### src/rtl/frsd_pkg.sv
// Package for the flow rate stability detector.
// Holds sizes, constants, register indexes and the types shared by the RTL files.
// No dependencies.
`default_nettype none
package frsd_pkg;

    // Depth of the sliding window store.
    localparam int MAX_WINDOWS = 16;
    localparam int IDX_W = (MAX_WINDOWS > 1) ? $clog2(MAX_WINDOWS) : 1;
    localparam int CNT_W = 5;
    localparam int SUM_W = 32 + CNT_W;

    // Shared divider: widest dividend is pulses * 100000 plus a rounding term.
    localparam int DIV_W = 49;
    localparam int DIV_CNT_W = $clog2(DIV_W + 1);

    // Arithmetic constants.
    localparam logic [31:0] MS_PER_SEC = 32'd1000;
    localparam logic [16:0] RATE_SCALE = 17'd100000;
    localparam logic [31:0] PCT_DIV = 32'd100;
    localparam logic [13:0] PCT_ROUND = 14'd50;

    // Division by 100 of any 32-bit value: multiply by this and drop PCT_SHIFT bits.
    localparam logic [31:0] PCT_RECIP = 32'h51EB_851F;
    localparam int PCT_SHIFT = 37;

    // Configuration register indexes.
    localparam logic [1:0] CFG_WINDOW_SEC = 2'd0;
    localparam logic [1:0] CFG_VAR_PCT = 2'd1;
    localparam logic [1:0] CFG_REQ_WIN = 2'd2;

    // Operation codes.
    localparam logic OP_START = 1'b0;
    localparam logic OP_OBSERVE = 1'b1;

    // One store entry: window rate and the window origin.
    typedef struct packed {
        logic [31:0] rate;
        logic [31:0] origin_ms;
        logic [31:0] origin_pulses;
    } entry_t;

    // Divider request and response.
    typedef struct packed {
        logic             start;
        logic [DIV_W-1:0] dividend;
        logic [31:0]      divisor;
    } div_req_t;

    typedef struct packed {
        logic             done;
        logic [DIV_W-1:0] quotient;
    } div_rsp_t;

endpackage
`default_nettype wire

### src/rtl/frsd_div.sv
// Iterative restoring divider, one quotient bit per cycle.
// Depends on frsd_pkg for widths and the request and response types.
`default_nettype none
module frsd_div (
    input  wire logic              clk,
    input  wire logic              rst_n,
    input  wire frsd_pkg::div_req_t req,
    output frsd_pkg::div_rsp_t      rsp
);

    logic                            busy_reg;
    logic                            done_reg;
    logic [frsd_pkg::DIV_CNT_W-1:0]  cnt_reg;
    logic [frsd_pkg::DIV_W-1:0]      dvd_reg;
    logic [31:0]                     dvs_reg;
    logic [31:0]                     rem_reg;
    logic [32:0]                     rem_shift;
    logic                            fits;

    // Trial subtraction of the divisor from the shifted remainder.
    assign rem_shift = {rem_reg, dvd_reg[frsd_pkg::DIV_W-1]};
    assign fits = (rem_shift >= {1'b0, dvs_reg});

    // Control: bit counter and completion pulse.
    always_ff @(posedge clk or negedge rst_n)
    begin
        if (!rst_n)
        begin
            busy_reg <= 1'b0;
            done_reg <= 1'b0;
            cnt_reg  <= '0;
        end
        else if (req.start)
        begin
            busy_reg <= 1'b1;
            done_reg <= 1'b0;
            cnt_reg  <= frsd_pkg::DIV_CNT_W'(frsd_pkg::DIV_W);
        end
        else if (busy_reg)
        begin
            cnt_reg <= cnt_reg - 1'b1;
            if (cnt_reg == frsd_pkg::DIV_CNT_W'(1))
            begin
                busy_reg <= 1'b0;
                done_reg <= 1'b1;
            end
        end
        else
        begin
            done_reg <= 1'b0;
        end
    end

    // Datapath: the dividend register shifts out and collects quotient bits.
    always_ff @(posedge clk)
    begin
        if (req.start)
        begin
            dvd_reg <= req.dividend;
            dvs_reg <= req.divisor;
            rem_reg <= '0;
        end
        else if (busy_reg)
        begin
            dvd_reg <= {dvd_reg[frsd_pkg::DIV_W-2:0], fits};
            if (fits)
            begin
                rem_reg <= 32'(rem_shift - {1'b0, dvs_reg});
            end
            else
            begin
                rem_reg <= rem_shift[31:0];
            end
        end
    end

    assign rsp.done = done_reg;
    assign rsp.quotient = dvd_reg;

endmodule
`default_nettype wire

### config.mk
export PLATFORM = sky130hd
export DESIGN_NAME = frsd_div
export DESIGN_NICKNAME = d
export VERILOG_FILES = /design/src/rtl/frsd_pkg.sv /design/src/rtl/frsd_div.sv
export SDC_FILE = /design/constraint.sdc
export NUM_CORES = 1
export LEC_CHECK = 0
export ABC_CLOCK_PERIOD_IN_PS = 3100
export BUFFER_PORTS_ARGS = -buffer_cell sky130_fd_sc_hd__buf_4
export CAP_MARGIN = 20
export CORE_MARGIN = 8
export CORE_UTILIZATION = 56
export DETAILED_ROUTE_END_ITERATION = 8
export GPL_TIMING_DRIVEN = 0
export MAX_ROUTING_LAYER = met4
export PLACE_DENSITY = 0.81
export SLEW_MARGIN = 15
export SYNTH_ARGS = -nofsm -noshare
export SYNTH_HDL_FRONTEND = slang
export SYNTH_SLANG_ARGS = --single-unit
### constraint.sdc
create_clock -name clk -period 3.1 [get_ports clk]
set_input_delay 0.62 -clock clk [delete_from_list [all_inputs] [get_ports clk]]
set_output_delay 0.62 -clock clk [all_outputs]
set_load 0.005 [all_outputs]
# ---- After elaboration in Yosys (flattened, before gate mapping)
# Cells that the tools add are included.
dict set report classes {
  n_div 0
  magnitude_cmp 1
  eq_ne 2
  n_reduce_logical 1
  multipliers 0
  n_mux 11
  bitwise 0
  n_addsub 2
  n_shift 0
}
# operator n
set ops {}
lappend ops {{49-bit 2-to-1 mux} 2}
lappend ops {{33-bit by 32-bit >= comparator with 1-bit output} 1}
lappend ops {{32-bit 2-to-1 mux} 1}
lappend ops {{32-bit subtractor} 1}
lappend ops {{6-bit 2-to-1 mux} 2}
lappend ops {{6-bit by 1-bit == test with 1-bit output, second input constant} 1}
lappend ops {{1-bit 2-to-1 mux} 6}
lappend ops {{6-bit by 1-bit subtractor with 6-bit output, second input constant} 1}
lappend ops {{3-bit by 2-bit inequality test with 1-bit output, second input constant} 1}
lappend ops {{2-bit nonzero test} 1}
dict set report totals {
  output_inout_bits 50
  mem_bits_rw 0
  latchBits 0
  regBits 121
  word_cells 23
  in_bits 84
  mem_bits_ro 0
  n_memories 0
}

# ---- Longest topological paths before layout
dict set report logic_depth {
  word_depth 4
  mapped_depth 14
  ltp_nobuf 12
}

# ---- Worst setup path before layout
# Ideal clock, no wire load.
dict set report synth_path {
  path_kind {register -> register}
  start {register dvs_reg[12]}
  end {register dvd_reg[0] (netlist bit) (data pin)}
  period_less_slack_ns 2.622
  n_path_buf 2
  setup_time_ns 0.260
  t_required_ns 2.840
  slack_ns 0.478
  stages_incl_launch_ff 13
  t_arrival_ns 2.362
  cell_sequence {edfxtp_1 inv_1 ha_1 buf_4 a21oi_4 o21ai_1 a32o_1 a31oi_2 o311a_4 o31ai_4 a21bo_4 buf_4 mux2_2}
}
dict set report synth_via {
  elab_chain_cells 3
}
# element line
set synth_rtl {}
lappend synth_rtl {{from (decl)} frsd_div.sv:15} ;# logic [31:0] dvs_reg;
lappend synth_rtl {{from (signal assigned)} frsd_div.sv:60} ;# dvs_reg <= req.divisor;
lappend synth_rtl {{33-bit by 32-bit >= comparator with 1-bit output} frsd_div.sv:22} ;# assign fits = (rem_shift >= {1'b0, dvs_reg});
lappend synth_rtl {{49-bit 2-to-1 mux} frsd_div.sv:63} ;# else if (busy_reg)
lappend synth_rtl {{49-bit 2-to-1 mux} frsd_div.sv:57} ;# if (req.start)
lappend synth_rtl {{to (signal assigned)} frsd_div.sv:59} ;# dvd_reg <= req.dividend;
lappend synth_rtl {{to (signal assigned)} frsd_div.sv:65} ;# dvd_reg <= {dvd_reg[frsd_pkg::DIV_W-2:0], fits};
lappend synth_rtl {{to (decl)} frsd_div.sv:14} ;# logic [frsd_pkg::DIV_W-1:0] dvd_reg;
# Every way passes these cells. The select of a mux whose other input is x is not followed.
# A chain may end at the register's enable or synchronous reset.

# ---- Final worst setup path
dict set report layout_path {
  start {register dvs_reg[14]}
  end {register rem_reg[6]}
}
dict set report layout_via {
  elab_chain_cells 2
}
# element line
set layout_rtl {}
lappend layout_rtl {{33-bit by 32-bit >= comparator with 1-bit output} frsd_div.sv:22}
lappend layout_rtl {{32-bit 2-to-1 mux} frsd_div.sv:66} ;# if (fits)
lappend layout_rtl {{to (signal assigned)} frsd_div.sv:68} ;# rem_reg <= 32'(rem_shift - {1'b0, dvs_reg});
lappend layout_rtl {{to (signal assigned)} frsd_div.sv:72} ;# rem_reg <= rem_shift[31:0];
lappend layout_rtl {{to (decl)} frsd_div.sv:16} ;# logic [31:0] rem_reg;
# Every way passes these cells.

==> flow_summary.toml <==
[sta]
hold_viol_final = 0
worst_pin_slew_ns = 0.5933
post-route-min-period_ns = 3.027
max_freq_mhz = 330.4
worst_slack_ns = 0.07318
relSlewSlack_pct = 60.45
rsz0062_at_grt = "yes"
skew_ns = 0.01153
fin_hold_ws_ns = 0.3673
finalCritPeriodShare_pct = 97.64
setup-violations-final = 0
slew_viol_final = 0

[synth]
synthTopCellsByArea = "edfxtp_1 36%, dfxtp_1 9.6%, mux2_2 8.2%"
syn_area_per_cell_sq_um = 10.58
ys_types = 62
synth_compound_area_share_pct = 15.69
dominantRegCellSynth = "edfxtp_1"
synth_nets = 752
syn-instance-count = 633
netlist_area_sq_um = 6698
synth_common_cells = "81 x edfxtp_1, 77 x nand2_1, 49 x mux2_2, 45 x inv_1, 45 x nor2_1"
synthMuxAreaShare_pct = 8.687
synth_simple_gate_area_share_pct = 11.96
synth_top_family_by_area = "compound AO/OA/AOI/OAI gates"
synth.most_common_cell = "edfxtp_1"
yosys_warnings = 0
synth_xor_area_share_pct = 3.269
ys_seq_area_share_pct = 48.87
synth_top_area_share_pct = 36.32
ys_seq_elements = 121
synthArstFlopShare_pct = 6.612
synth_edf_count = 81
yosys.area_share.adder_pct = 6.650
synth_top_cell_by_area = "edfxtp_1"

[floorplan]
die_width_microns = 125.4
fp.dieH_microns = 125.4
io_pins = 134
coreArea_sq_um = 11860
initial_core_util_pct = 56.47
row_count = 40
fp.dieArea_sq_um = 15720

[detailed_routing]
drt-total-wl_microns = 18550
drt_pass1_iterations = 5
vias_per_cell = 5.863
drc = 0
via_count = 5587
drt_iter0_markers = 414
wl_per_cell_microns = 19.46
ant_nets = 0

[layout]
fillers = 820
layout.nets = 912
antenna_cells = 0
largest_reg_flops = 49
multiInputGateArea_sq_um = 3148
syn2layout_area_growth_pct = 29.11
fin_area_sq_um = 8647
fin_util_pct = 72.90
ff_latch_area_sq_um = 3273
drive_gt1_share_pct = 31.02

[worst_setup_path]
worstPathRequired_ns = 3.42
critical-path-top-delay-family = "compound AO/OA/AOI/OAI gates"
cp.depth = 12
cp_max_fo = 10
crit_type = "flip-flop to flip-flop"
critPathSlowestCell = "ha_1"
critical_path_buf_inv_count = 3
ff2ff_path_depth = 12
setup.worst_path.start = "dvs_reg[14]"
critPathMaxStageDelay_ns = 0.40
endpoint = "rem_reg[6]"
start_kind = "flip-flop"
r2r_slack_ns = 0.07
crit_top_cell = "buf_6"
critical_path.endpoint_type = "flip-flop"
worstPathCellList = "inv_1, ha_1, a21oi_1, o21ai_0, a41oi_1, o311a_4, o31ai_4, a21boi_2, buf_6, buf_6, nand2_1, a311oi_2"
r2r_start = "dvs_reg[14]"
cp.arrival_ns = 3.35
reg2reg_to = "rem_reg[6]"

[grt]
grt_pass1_vias = 5902
grt.total_usage_pct = 24.38
grt_use_met2_pct = 39.18
grt_pass1_wl_microns = 29400
antenna_found_initial = 0
use_met1_pct = 25.74
grt_busiest_layer = "met2"
grt_max_degree = 38
grtUsageMet3_pct = 11.22
grt_overflow = 0

[clock_tree]
cts_sinks = 121
clk_latency_ns = 0.43
cts_tree = "built"
root_buffer = "clkbuf_16"
clk_pin_slew_ns = 0.06
cts_buffers = 17
cts.path.max_buffers = 2
htreeDepth = 4

[pwr]
power_density_nw_per_um2 = 859.7
ir_drop_mv = 0.5037
leakagePower_nw = 3.733

[placed_design]
routabilityCongestion = 0.9266
dp_hpwl_microns = 13170
pre_cts_slack_ns = 0.08758
place_area_sq_um = 7903
port_buffers = 133

[worst_hold_path]
hp-class = "input pin to flip-flop"

[run_status]
outcome = "complete, no violations"

[run]
cap_violations = 0
-- cells by family (layout without fill, tap and decap cells) --
group | after synthesis | after routing
flip-flops | 121 | 121
AO/OA/AOI/OAI | 141 | 141
AND/OR/NAND/NOR | 181 | 181
XOR/XNOR | 25 | 25
adder cells (fa/ha/maj) | 35 | 35
buffers and inverters | 78 | 251
multiplexers | 52 | 52
-- report_power, final --
group          switching, mW  leakage (nW)  total [mW]  internal [mW]
registers              0.227          1.19        2.28           2.05
clock network          0.736         0.303        2.12           1.39
logic                   1.68          2.24        3.03           1.35
total                   2.64          3.73        7.43           4.79
-- what timing repair did --
action	in CTS	in global routing
endpoints found under the hold margin	8	0
setup buffers	0	7
hold buffers	1	0
setup endpoints to repair	0	22
gates resized for setup	0	13
-- routing by layer --
| metal | routed length (microns) | vias to the layer above |
|---|---|---|
| li1 | - | 2638 |
| met1 | 7295 | 2679 |
| met2 | 9028 | 242 |
| met3 | 1905 | 28 |
| met4 | 317 | 0 |
| met5 | 0 | - |
-- worst min path at each step --
| stage | to | slack [ns] | start | cells past startpoint |
|---|---|---|---|---|
| floorplan | busy_reg | 0.32 | rst_n | 0 |
| global placement | cnt_reg[2] | 0.44 | rst_n | 1 |
| detailed placement | cnt_reg[4] | 0.44 | rst_n | 1 |
| CTS | dvs_reg[3] | 0.35 | req[3] | 1 |
| global route | dvs_reg[3] | 0.35 | req[3] | 1 |
| finish | dvs_reg[6] | 0.37 | req[6] | 1 |
-- layout make-up --
cell class                      instances  area share (%)
Tap cell                              147           2.127
Inverter                               45           1.953
Clock buffer                           21           5.325
Sequential cell                       121           37.85
Buffer                                 32           1.852
Multi-Input combinational cell        434           36.41
Timing Repair Buffer                  142           12.50
Clock inverter                         11           1.982
-- cells in the final DEF (no fill, tap or decap), drive strengths merged, types with 5 or more instances in the layout --
cell type	netlist	final
a211oi	10	10
a21o	10	10
a21oi	39	39
a311oi	21	21
and3	8	8
buf	12	152
clkbuf	21	42
clkinv	0	5
dfrtp	8	8
dfxtp	32	32
edfxtp	81	81
ha	34	34
inv	45	45
mux2	49	49
nand2	77	77
nand2b	7	7
nand3	15	15
nand4	8	8
nor2	45	45
nor3	8	8
o21a	6	6
o21ai	18	18
or3	5	5
xnor2	17	17
xor2	8	8
-- metrics by stage --
stage / cells / TNS, ns / total power, mW
floorplan: 633 / 0 / 4.316
global placement: 913 / -33.84 / 4.996
detailed placement: 914 / 0 / 5.090
CTS: 947 / 0 / 7.261
global route: 953 / -0.2342 / 7.857
finish: 953 / 0 / 7.434
(Power assumes the default switching activity.)
